--- src/hdl/sdt_pkg.sv ---
// Shared types, constants and microcode for the scaled-dimension text printer.
package sdt_pkg;

    localparam int VALUE_W = 31;
    localparam int IP_W    = 15;   // integer part of a magnitude up to 2^30
    localparam int F_W     = 20;   // fraction accumulator, below 655360
    localparam int PC_W    = 4;

    localparam logic [F_W-1:0] HALF_UNIT   = 20'h08000;
    localparam logic [F_W-1:0] ROUND_SHIFT = 20'd50000;

    localparam logic [6:0] CH_MINUS = 7'h2d;
    localparam logic [6:0] CH_DOT   = 7'h2e;
    localparam logic [6:0] CH_ZERO  = 7'h30;

    typedef enum logic [2:0] {
        OP_SIGN,
        OP_INT,
        OP_DOT,
        OP_FRAC,
        OP_SUF
    } op_t;

    typedef struct packed {
        op_t             op;
        logic [2:0]      arg;   // power index or suffix position
        logic [PC_W-1:0] jmp;   // loop target of the fraction step
    } ucode_t;

    // Control program: sign, five integer digits, point, fraction loop, suffix.
    function automatic ucode_t ucode_rom(input logic [PC_W-1:0] pc);
        ucode_t w;
        w = '{op: OP_SUF, arg: 3'd4, jmp: 4'd0};
        case (pc)
            4'd0:    w = '{op: OP_SIGN, arg: 3'd0, jmp: 4'd0};
            4'd1:    w = '{op: OP_INT,  arg: 3'd0, jmp: 4'd0};
            4'd2:    w = '{op: OP_INT,  arg: 3'd1, jmp: 4'd0};
            4'd3:    w = '{op: OP_INT,  arg: 3'd2, jmp: 4'd0};
            4'd4:    w = '{op: OP_INT,  arg: 3'd3, jmp: 4'd0};
            4'd5:    w = '{op: OP_INT,  arg: 3'd4, jmp: 4'd0};
            4'd6:    w = '{op: OP_DOT,  arg: 3'd0, jmp: 4'd0};
            4'd7:    w = '{op: OP_FRAC, arg: 3'd0, jmp: 4'd7};
            4'd8:    w = '{op: OP_SUF,  arg: 3'd0, jmp: 4'd0};
            4'd9:    w = '{op: OP_SUF,  arg: 3'd1, jmp: 4'd0};
            4'd10:   w = '{op: OP_SUF,  arg: 3'd2, jmp: 4'd0};
            4'd11:   w = '{op: OP_SUF,  arg: 3'd3, jmp: 4'd0};
            4'd12:   w = '{op: OP_SUF,  arg: 3'd4, jmp: 4'd0};
            default: w = '{op: OP_SUF,  arg: 3'd4, jmp: 4'd0};
        endcase
        return w;
    endfunction

    function automatic logic [IP_W-1:0] pow10(input logic [2:0] idx);
        logic [IP_W-1:0] p;
        case (idx)
            3'd0:    p = 15'd10000;
            3'd1:    p = 15'd1000;
            3'd2:    p = 15'd100;
            3'd3:    p = 15'd10;
            default: p = 15'd1;
        endcase
        return p;
    endfunction

    // Rounding window after fraction digit k.
    function automatic logic [F_W-1:0] frac_delta(input logic [2:0] k);
        logic [F_W-1:0] d;
        case (k)
            3'd0:    d = 20'd100;
            3'd1:    d = 20'd1000;
            3'd2:    d = 20'd10000;
            3'd3:    d = 20'd100000;
            default: d = 20'd1000000;
        endcase
        return d;
    endfunction

    function automatic logic [2:0] suf_len(input logic [1:0] order);
        logic [2:0] n;
        case (order)
            2'd0:    n = 3'd2;
            2'd1:    n = 3'd3;
            2'd2:    n = 3'd4;
            default: n = 3'd5;
        endcase
        return n;
    endfunction

    function automatic logic [6:0] suf_char(input logic [1:0] order, input logic mu,
                                            input logic [2:0] pos);
        logic [6:0] c;
        c = 7'h6c;  // 'l'
        if (order == 2'd0) begin
            if (mu)
                c = (pos == 3'd0) ? 7'h6d : 7'h75;   // "mu"
            else
                c = (pos == 3'd0) ? 7'h70 : 7'h74;   // "pt"
        end
        else begin
            case (pos)
                3'd0:    c = 7'h66;   // 'f'
                3'd1:    c = 7'h69;   // 'i'
                default: c = 7'h6c;   // 'l'
            endcase
        end
        return c;
    endfunction

endpackage

--- src/hdl/scaled_dimension_to_text.sv ---
// Scaled-dimension printer: signed 15.16 length to ASCII text with unit suffix.
//
// Pulse start while busy is low to hand in a request (value, order, math_units).
// The characters then leave on char_code, each flagged by a one-cycle strobe,
// with last_char on the final one; the receiver must take every strobe.
// A small control program stepped by a program counter runs one step per cycle:
// sign, five integer-digit steps (leading zeros are skipped but still take their
// step), the point, one step per fraction digit (1 to 5) and one per suffix
// character (2 to 5). Busy falls as the last character is registered, and a new
// request can be taken on the cycle that carries the last character.
module scaled_dimension_to_text
    import sdt_pkg::*;
(
    input  logic                      clk,
    input  logic                      rst_n,
    input  logic                      start,
    output logic                      busy,
    input  logic signed [VALUE_W-1:0] value,
    input  logic        [1:0]         order,
    input  logic                      math_units,
    output logic                      strobe,
    output logic        [6:0]         char_code,
    output logic                      last_char
);

    logic            busy_reg, busy_next;
    logic [PC_W-1:0] pc_reg, pc_next;
    logic            neg_reg, neg_next;
    logic [IP_W-1:0] ip_reg, ip_next;
    logic [F_W-1:0]  f_reg, f_next;
    logic [2:0]      k_reg, k_next;
    logic            started_reg, started_next;
    logic [1:0]      order_reg, order_next;
    logic            mu_reg, mu_next;
    logic            strobe_reg, strobe_next;
    logic [6:0]      char_reg, char_next;
    logic            last_reg, last_next;

    ucode_t              uw;
    logic [VALUE_W-1:0]  mag;
    logic [F_W-1:0]      frac10;
    logic [IP_W+1:0]     mult [10];
    logic [3:0]          idig;
    logic [IP_W-1:0]     pw;
    logic [F_W-1:0]      fa;
    logic [F_W-1:0]      fnew;

    assign uw = ucode_rom(pc_reg);

    // magnitude of the incoming request
    assign mag    = value[VALUE_W-1] ? (~value + 31'd1) : value;
    assign frac10 = {1'b0, mag[15:0], 3'b000} + {3'b000, mag[15:0], 1'b0} + 20'd5;

    // integer digit at the current power: largest d with d*p <= ip
    assign pw = pow10(uw.arg);
    always_comb
    begin
        idig = 4'd0;
        for (int d = 0; d < 10; d++) begin
            mult[d] = 17'(d) * {2'b00, pw};
        end
        for (int d = 1; d < 10; d++) begin
            if ({2'b00, ip_reg} >= mult[d])
                idig = 4'(d);
        end
    end

    // fraction step; rounding shift applies on the fifth digit only
    assign fa   = (k_reg == 3'd4) ? (f_reg + HALF_UNIT - ROUND_SHIFT) : f_reg;
    assign fnew = {1'b0, fa[15:0], 3'b000} + {3'b000, fa[15:0], 1'b0};

    always_comb
    begin
        busy_next    = busy_reg;
        pc_next      = pc_reg;
        neg_next     = neg_reg;
        ip_next      = ip_reg;
        f_next       = f_reg;
        k_next       = k_reg;
        started_next = started_reg;
        order_next   = order_reg;
        mu_next      = mu_reg;
        strobe_next  = 1'b0;
        char_next    = char_reg;
        last_next    = 1'b0;

        if (!busy_reg) begin
            if (start) begin
                busy_next    = 1'b1;
                pc_next      = '0;
                neg_next     = value[VALUE_W-1];
                ip_next      = mag[VALUE_W-1:16];
                f_next       = frac10;
                k_next       = '0;
                started_next = 1'b0;
                order_next   = order;
                mu_next      = math_units;
            end
        end
        else begin
            pc_next = pc_reg + 4'd1;
            case (uw.op)
                OP_SIGN:
                begin
                    strobe_next = neg_reg;
                    char_next   = CH_MINUS;
                end
                OP_INT:
                begin
                    ip_next = ip_reg - mult[idig][IP_W-1:0];
                    if (idig != 4'd0 || started_reg || uw.arg == 3'd4) begin
                        strobe_next  = 1'b1;
                        started_next = 1'b1;
                    end
                    char_next = CH_ZERO + {3'b000, idig};
                end
                OP_DOT:
                begin
                    strobe_next = 1'b1;
                    char_next   = CH_DOT;
                end
                OP_FRAC:
                begin
                    strobe_next = 1'b1;
                    char_next   = CH_ZERO + {3'b000, fa[19:16]};
                    f_next      = fnew;
                    k_next      = k_reg + 3'd1;
                    if (fnew > frac_delta(k_reg))
                        pc_next = uw.jmp;
                end
                OP_SUF:
                begin
                    strobe_next = 1'b1;
                    char_next   = suf_char(order_reg, mu_reg, uw.arg);
                    if (uw.arg == suf_len(order_reg) - 3'd1) begin
                        last_next = 1'b1;
                        busy_next = 1'b0;
                    end
                end
                default:
                begin
                    busy_next = 1'b0;
                end
            endcase
        end
    end

    always_ff @(posedge clk or negedge rst_n)
    begin
        if (!rst_n) begin
            busy_reg   <= 1'b0;
            pc_reg     <= '0;
            strobe_reg <= 1'b0;
            last_reg   <= 1'b0;
        end
        else begin
            busy_reg   <= busy_next;
            pc_reg     <= pc_next;
            strobe_reg <= strobe_next;
            last_reg   <= last_next;
        end
    end

    always_ff @(posedge clk)
    begin
        neg_reg     <= neg_next;
        ip_reg      <= ip_next;
        f_reg       <= f_next;
        k_reg       <= k_next;
        started_reg <= started_next;
        order_reg   <= order_next;
        mu_reg      <= mu_next;
        char_reg    <= char_next;
    end

    assign busy      = busy_reg;
    assign strobe    = strobe_reg;
    assign char_code = char_reg;
    assign last_char = last_reg;

endmodule

--- config.mk ---
export PLATFORM = sky130hd
export DESIGN_NAME = scaled_dimension_to_text
export DESIGN_NICKNAME = d
export VERILOG_FILES = /design/src/hdl/sdt_pkg.sv /design/src/hdl/scaled_dimension_to_text.sv
export SDC_FILE = /design/constraint.sdc
export NUM_CORES = 1
export LEC_CHECK = 0
export BUFFER_PORTS_ARGS = -buffer_cell sky130_fd_sc_hd__buf_4
export CAP_MARGIN = 20
export CORE_AREA = 5 5 148 150
export DETAILED_ROUTE_END_ITERATION = 10
export DIE_AREA = 0 0 153 155
export PLACE_DENSITY = 0.7
export SYNTH_ARGS = -nofsm -noshare
export SYNTH_HDL_FRONTEND = slang
export SYNTH_SLANG_ARGS = --single-unit
--- constraint.sdc ---
create_clock -name clk -period 12.09 [get_ports clk]
set_input_delay 0.6045 -clock clk [delete_from_list [all_inputs] [get_ports clk]]
set_output_delay 0.6045 -clock clk [all_outputs]
set_load 0.1 [all_outputs]
==> run metrics, run 1 <==
Netlist cell types 99; Tcrit/Tclk final 0.890; Final Slew Violations 0; RSZ-0062 raised after global routing no; post-detail-place hpwl 26500 um; Synth Flop Type edfxtp_1; Cell Area, Synth 0.0107 mm2; sequential share of the synthesized area 0.154; clk sinks 56; fmax 92.9 MHz; crit path max fanout 16; num rows 53; EDFF count, synth 49; Worst Setup SP pc_reg[0]; Via Count 9999; pin count of the biggest net entering global routing 68; Routed WL 33100 um; worst-case reg-to-reg path depth 39; initial DRC count 1085; run status finished clean; CP arrival 10.89 ns; DRC viols 0; Syn Area/Cell 8.26 um2; Final Skew 0.00447 ns; post_cts resized 0; Worst-Margin Slew 0.991 ns; top area cells in the synthesized netlist ha_1, edfxtp_1, xnor2_1, a21oi_1, o21ai_0; Die Span X 153 um; reg2reg end ip_reg[14]; Initial Utilization 0.519; core area 0.0206 mm2; min cycle time layout 10.76 ns; GP Congestion 1.02; CP dominant cell by count a21oi_1; Critical Path Slowest Stage Cell nor3_4; Die Area 0.0237 mm2; Worst path max stage delay 0.76 ns; nature of the critical path endpoint register; setup tns final 0 ns; Slew headroom 0.340; area of the multi-input gates 0.00855 mm2; gr usage total 0.273; filler instances 2012; first-pass GRT wire length 51800 um; Clock Pin Slew Worst Setup and Hold Paths 0.07 ns; Post-synth ARST share 0.125; cts bufs inserted 5; most frequent cell after synthesis ha_1; CP Class register to register; worst min path class input pin to async pin; area share of the largest cell type after synthesis 0.249; ant diodes 0; Die Span Y 155 um; # setup viols final 0; #FFs+latches synth 56; register-to-register setup slack 1.33 ns; Crit path required time 12.22 ns; cell taking the most area after synthesis ha_1; Hold Fails Final Rpt 0; max reg flops 20; Commonest cells post-synth ha_1, a21oi_1, nand2_1; initial antenna violation count 0; area delta synth->final 7.19%; register area 0.00165 mm2; number of routed nets with antenna violations 0; # Post-CTS Setup Buffers 0; drt first pass iters 5; RR Startpoint pc_reg[0]; Syn Inst Count 1291; CTS Root Cell clkbuf_16; nets 1581; Max-Cap Viols 0; layout cells sized above 1 0.0840; I/O pins 47; vias in the first global route 9403; CTS tree built; vias per inst 6.26; port buffer count 45; YS warnings 0; CTS Hold Buffers Added 0; DR WL/cell 20.7 um; startpoint types register; clock latency on the worst-skew pair 0.31 ns; maximum buffer depth of the clock tree 2; H-tree depth 2; total global routing overflow 0
-- cell type report --
type | count | share of cell area
clock buffers | 7 | 0.0134
clock inverters | 1 | 0.00263
inverters | 88 | 0.0291
multi-input cells | 1120 | 0.748
flip-flops and latches | 56 | 0.144
well taps | 275 | 0.0301
repair buffers | 50 | 0.0328
-- worst max-delay path by stage --
| stage | endpoint | slack [ns] | cells after the start |
|---|---|---|---|
| CTS | ip_reg[14] | 1.47 | 39 |
| floorplan | ip_reg[13] | 3.13 | 42 |
| finish | ip_reg[14] | 1.33 | 39 |
| global route | ip_reg[14] | 0.40 | 39 |
| detailed placement | ip_reg[14] | 1.54 | 39 |
| global placement | ip_reg[14] | 1.87 | 39 |
-- critical path: cells and delay by family, from the launching register on --
family | cells | cell delay, ns
compound gates | 17 | 4.15
xor+xnor | 2 | 0.33
fa+ha+maj | 4 | 1.38
buf+inv | 4 | 1.15
flops | 1 | 0.49
simple gates | 12 | 3.06
-- cells by family (layout without fill, tap and decap cells) --
kind of cell,count (synthesis),count (layout),synth area share
xor+xnor,108,108,0.0900
other cells,2,5,0.000704
mux,18,18,0.0184
fa+ha+maj,223,223,0.269
flops,56,56,0.154
simple gates,380,380,0.183
buf+inv,118,146,0.0451
compound gates,386,386,0.239
-- metrics by stage --
stage	utilization	instance area, um2	worst slack, ns	hold WS (ns)	std cells
floorplan	-	10700	3.13	0.309	1294
global placement	0.547	11200	1.87	0.421	1589
detailed placement	0.547	11200	1.54	0.421	1589
CTS	0.556	11400	1.47	0.0919	1597
global route	0.556	11400	0.401	0.0878	1597
finish	0.556	11400	1.33	0.0953	1597
-- per-layer routing --
metal	global-route usage	share of wire
met5	0	0
met2	0.439	0.44
met1	0.386	0.46
met4	0.0607	0.022
met3	0.0467	0.073
-- cells in the final DEF, fill, tap and decap left out, types with 18 or more instances in the layout --
| master | instances |
|---|---|
| nand3_1 | 36 |
| nand2_1 | 97 |
| nand2b_1 | 18 |
| inv_1 | 84 |
| a21o_1 | 24 |
| o21ai_0 | 87 |
| nor2_1 | 80 |
| edfxtp_1 | 49 |
| nor3_1 | 33 |
| a21oi_1 | 112 |
| ha_1 | 212 |
| xor2_1 | 28 |
| buf_4 | 50 |
| xnor2_1 | 79 |
Power of run 1 is not shown: default switching activity piles up to over one toggle a cycle in this logic, so the estimate is an artifact.
==> run 2, diff against run 1 <==
--- a/config.mk
+++ b/config.mk
@@ -7,10 +7,10 @@
 export LEC_CHECK = 0
 export BUFFER_PORTS_ARGS = -buffer_cell sky130_fd_sc_hd__buf_4
 export CAP_MARGIN = 20
-export CORE_AREA = 5 5 148 150
+export CORE_AREA = 5 5 135 137
 export DETAILED_ROUTE_END_ITERATION = 10
-export DIE_AREA = 0 0 153 155
-export PLACE_DENSITY = 0.7
+export DIE_AREA = 0 0 140 142
+export PLACE_DENSITY = 0.82
 export SYNTH_ARGS = -nofsm -noshare
 export SYNTH_HDL_FRONTEND = slang
 export SYNTH_SLANG_ARGS = --single-unit
==> run 2 against run 1 <==
  * Sequential cell count unchanged
  * Register-to-register slack improved by 0.31 ns
  * Hold slack got worse by 0.0018 ns
  * Critical path depth increased by 1
  * Highest routed layer unchanged
  * Cell count decreased by 3.1%
  * Sequential share of layout area increased by 0.062 points
  * Count of clock-buffer cells in the layout decreased by 1
  * Utilization increased by 12 points
  * Worst setup slack improved by 0.31 ns
  * Non-clock buffer count increased by 1
  * Die area decreased by 16%
  * Clock skew increased by 0.0055 ns
==> run metrics, run 2 (synthesis gave the netlist of run 1 again) <==
total global routing overflow 0 (unchanged); area delta synth->final 6.74%; Die Area 0.0199 mm2 (-16%); run status finished clean; most frequent cells in the layout ha_1, a21oi_1, nand2_1; Hold Fails Final Rpt 0 (unchanged); number of routed nets with antenna violations 0 (unchanged); nets 1582 (+0.063%); pin count of the biggest net entering global routing 68 (unchanged); max reg flops 20 (unchanged); clock latency on the worst-skew pair 0.30 ns (about the same); crit path max fanout 16 (unchanged); DRC viols 0 (unchanged); core area 0.0169 mm2 (-18%); Clock Pin Slew Worst Setup and Hold Paths 0.08 ns (about the same); port buffer count 45 (unchanged); I/O pins 47 (unchanged); CTS Hold Buffers Added 0 (unchanged); commonest non-fill, non-tap cell in the layout ha_1; vias per inst 6.51 (+3.9%); num rows 48 (-9.4%); Initial Utilization 0.630 (+0.111); CTS Root Cell clkbuf_16; worst min path class input pin to async pin; ant diodes 0 (unchanged); CTS tree built; post_cts resized 0 (unchanged); register area 0.00165 mm2 (unchanged); RSZ-0062 raised after global routing no; filler instances 1501 (-25%); CP arrival 10.56 ns (-0.33 ns); Via Count 10.1k (+0.71%); min cycle time layout 10.45 ns (-0.313 ns); initial antenna violation count 0 (unchanged); Worst path max stage delay 0.72 ns (-0.04 ns); Tcrit/Tclk final 0.864 (-0.0258); Die Span Y 142 um (-8.4%); # setup viols final 0 (unchanged); cts bufs inserted 5 (unchanged); CP Class register to register; Final Slew Violations 0 (unchanged); DR WL/cell 21.1 um (+1.6%); H-tree depth 2 (unchanged); startpoint types register; clk sinks 56 (unchanged); setup tns final 0 ns (unchanged); fmax 95.7 MHz (+3.0%); GP Congestion 1.05 (+3.0%); post-detail-place hpwl 26300 um (-0.86%); vias in the first global route 9738 (+3.6%); drt first pass iters 5 (unchanged); initial DRC count 914 (-16%); first-pass GRT wire length 51300 um (-1.0%); Max-Cap Viols 0 (unchanged); maximum buffer depth of the clock tree 2 (unchanged); Slew headroom 0.395 (+0.0555); CP dominant cell by count a21oi_1; Routed WL 32600 um (-1.6%); layout cells sized above 1 0.0839 (about the same); WHS 0.0935 ns (-0.00182 ns); Crit path required time 12.21 ns (about the same); # Post-CTS Setup Buffers 0 (unchanged); Final Util 0.672 (+0.116); Worst-Margin Slew 0.907 ns (-0.0832 ns); area of the multi-input gates 0.00855 mm2 (unchanged); Critical Path Slowest Stage Cell o21ai_1; Final Skew 0.00994 ns (+0.00546 ns); gr usage total 0.323 (+0.0498); nature of the critical path endpoint register; Die Span X 140 um (-8.5%)
run 2: through the flow:
step           instance area, um2  setup slack [ns]  std cells
2_1_floorplan               10700              3.13       1294
3_3_place_gp                11200              2.20       1540
3_5_place_dp                11200              1.86       1540
4_1_cts                     11400              1.78       1548
5_1_grt                     11400             0.807       1548
6_report                    11400              1.64       1548
run 2: critical path: cells and delay by family, from the launching register on:
| kind | cells | cell delay, ns |
|---|---|---|
| compound gates | 16 | 3.51 |
| xor+xnor | 2 | 0.44 |
| fa+ha+maj | 4 | 1.30 |
| buf+inv | 5 | 1.31 |
| flops | 1 | 0.48 |
| simple gates | 13 | 3.20 |
run 2: per-layer routing:
layer  vias to the layer above  track usage  part of all wire
li1                       4859            -                 -
met1                      4687        0.443              0.44
met2                       426        0.508              0.43
met3                        98       0.0608             0.083
met4                         0        0.121             0.042
met5                         -            0                 0
run 2: final timing paths:
kind,startpoint,to,slack (ns),depth (start not counted)
worst max-delay path,pc_reg[0],ip_reg[14],1.64,40
worst min-delay path,rst_n,strobe,0.09,1
worst max register to register,pc_reg[0],ip_reg[14],1.64,40
worst min register to register,f_reg[0],f_reg[1],0.64,2
max in group asynchronous,rst_n,busy,11.87,1
min in group clk,order[0],order_reg[0],0.47,1
run 2: layout make-up:
class	instances	area share
flip-flops and latches	56	0.145
well taps	225	0.0247
inverters	88	0.0292
clock buffers	6	0.0113
repair buffers	51	0.0336
multi-input cells	1120	0.751
clock inverters	2	0.00528
Power of run 2 is left out for the same reason.
==> run 3, diff against run 2 <==
--- a/config.mk
+++ b/config.mk
@@ -7,10 +7,12 @@
 export LEC_CHECK = 0
 export BUFFER_PORTS_ARGS = -buffer_cell sky130_fd_sc_hd__buf_4
 export CAP_MARGIN = 20
-export CORE_AREA = 5 5 135 137
+export CELL_PAD_IN_SITES_DETAIL_PLACEMENT = 0
+export CELL_PAD_IN_SITES_GLOBAL_PLACEMENT = 1
+export CORE_AREA = 5 5 160 162
 export DETAILED_ROUTE_END_ITERATION = 10
-export DIE_AREA = 0 0 140 142
-export PLACE_DENSITY = 0.82
+export DIE_AREA = 0 0 165 167
+export PLACE_DENSITY_LB_ADDON = 0.1
 export SYNTH_ARGS = -nofsm -noshare
 export SYNTH_HDL_FRONTEND = slang
 export SYNTH_SLANG_ARGS = --single-unit
==> constraint.sdc (replaced) <==
create_clock -name clk -period 9.23 [get_ports clk]
set_input_delay 0.4615 -clock clk [delete_from_list [all_inputs] [get_ports clk]]
set_output_delay 0.4615 -clock clk [all_outputs]
set_load 0.1 [all_outputs]
==> run 3 against run 2 <==
  * Register-to-register slack worse by 1.0 ns
  * Global-route usage fell by 8.4 points
  * Design area up 2.8%
  * Critical path depth is 1 lower
  * First-iteration DRC count shrank 44%
  * Via count is 2.7% lower
  * Sequential cell count stayed put
==> run metrics, run 3 (synthesis gave the netlist of run 1 again) <==
run status finished clean; number of routed nets with antenna violations 0 (unchanged); drt first pass iters 6 (+1); placed cells 1663 (+8.0%); pin count of the biggest net entering global routing 69 (+1.5%); gr usage total 0.239 (-0.0840); clock latency on the worst-skew pair 0.30 ns (about the same); worst min path class input pin to register; Final Skew 0.00878 ns (-0.00116 ns); CTS tree built; Slew headroom 0.345 (-0.0497); Crit path required time 9.38 ns (-2.83 ns); post-detail-place hpwl 27100 um (+3.0%); Die Area 0.0276 mm2 (+39%); port buffer count 45 (unchanged); Clock Pin Slew Worst Setup and Hold Paths 0.08 ns (about the same); register area 0.00165 mm2 (about the same); I/O pins 47 (unchanged); WP buf/inv 4 (-1); area of the multi-input gates 0.00857 mm2 (+0.31%); Hold Fails Final Rpt 0 (unchanged); nature of the critical path endpoint register; DR WL/cell 19.7 um (-6.4%); setup tns final 0 ns (unchanged); CP dominant cell by count a21oi_1; total global routing overflow 0 (unchanged); crit path max fanout 17 (+1); initial DRC count 514 (-44%); CTS Root Cell clkbuf_16; final std cells w/o fill 1672 (+8.0%); nets 1607 (+1.6%); # setup viols final 0 (unchanged); filler instances 2402 (+60%); num rows 57 (+19%); commonest non-fill, non-tap cell in the layout ha_1; clk sinks 56 (unchanged); cts bufs inserted 5 (unchanged); Via Count 9798 (-2.7%); Worst-Margin Slew 0.982 ns (+0.0746 ns); min cycle time layout 8.63 ns (-1.81 ns); Max-Cap Viols 0 (unchanged); layout cells sized above 1 0.106 (+0.0222); CP delay by family, top compound AO/OA/AOI/OAI gates; GP Congestion 0.948 (-9.9%); Die Span Y 167 um (+18%); Tcrit/Tclk final 0.935 (+0.0712); maximum buffer depth of the clock tree 2 (unchanged); fmax 116 MHz (+21%); area delta synth->final 9.77%; Initial Utilization 0.445 (-0.185); core area 0.0240 mm2 (+41%); CP arrival 8.78 ns (-1.78 ns); RSZ-0062 raised after global routing no; most frequent cells in the layout ha_1, a21oi_1, nand2_1; H-tree depth 2 (unchanged); Critical Path Slowest Stage Cell dfrtp_1; Worst path max stage delay 0.50 ns (-0.22 ns); Die Span X 165 um (+18%); vias in the first global route 9687 (-0.52%); startpoint types register; vias per inst 5.86 (-9.9%); DRC viols 0 (unchanged); first-pass GRT wire length 52800 um (+2.8%); ant diodes 0 (unchanged); max reg flops 20 (unchanged); Routed WL 33000 um (+1.1%); CP Class register to register; Final Slew Violations 0 (unchanged); initial antenna violation count 0 (unchanged)
[run 3: final timing paths]
| kind | startpoint | end | slack, ns | cells after the start |
|---|---|---|---|---|
| max reg2reg | pc_reg[0] | ip_reg[14] | 0.60 | 39 |
| max in group asynchronous | rst_n | pc_reg[1] | 8.58 | 2 |
| min reg2reg | k_reg[0] | k_reg[0] | 0.64 | 1 |
| min | math_units | mu_reg | 0.34 | 1 |
| max | pc_reg[0] | ip_reg[14] | 0.60 | 39 |
| min in group asynchronous | rst_n | last_char | 0.52 | 2 |
[run 3: final cells by class]
cell class              instances  area share
multi-input cells            1120       0.732
clock buffers                   5      0.0107
repair buffers                 76      0.0493
clock inverters                 3     0.00363
flip-flops and latches         56       0.141
well taps                     324      0.0346
inverters                      88      0.0284
[run 3: timing repair]
item / CTS / global route
resized for setup: 0 / 12
hold buffers: 1 / 0
endpoints found under the hold margin: 7 / 0
endpoints found under the setup margin: 0 / 6
buffers inserted: 0 / 0
[run 3: per-layer routing]
metal,share of wire,up-vias,routed length (um),track usage
met5,0,-,0,0
met4,0.037,0,1210,0.0846
met3,0.034,69,1130,0.0171
met2,0.51,208,16800,0.437
met1,0.42,4623,13800,0.290
li1,-,4898,-,-
[run 3: per-stage QoR]
stage / util / setup slack (ns) / cell area [um2] / hold WS, ns
finish: 0.488 / 0.597 / 11700 / 0.337
floorplan: - / 0.268 / 10700 / 0.166
detailed placement: 0.480 / 0.323 / 11500 / 0.280
CTS: 0.487 / 0.261 / 11700 / 0.328
global placement: 0.480 / 0.366 / 11500 / 0.280
global route: 0.488 / 0.0301 / 11700 / 0.321
Power of run 3 is left out for the same reason.
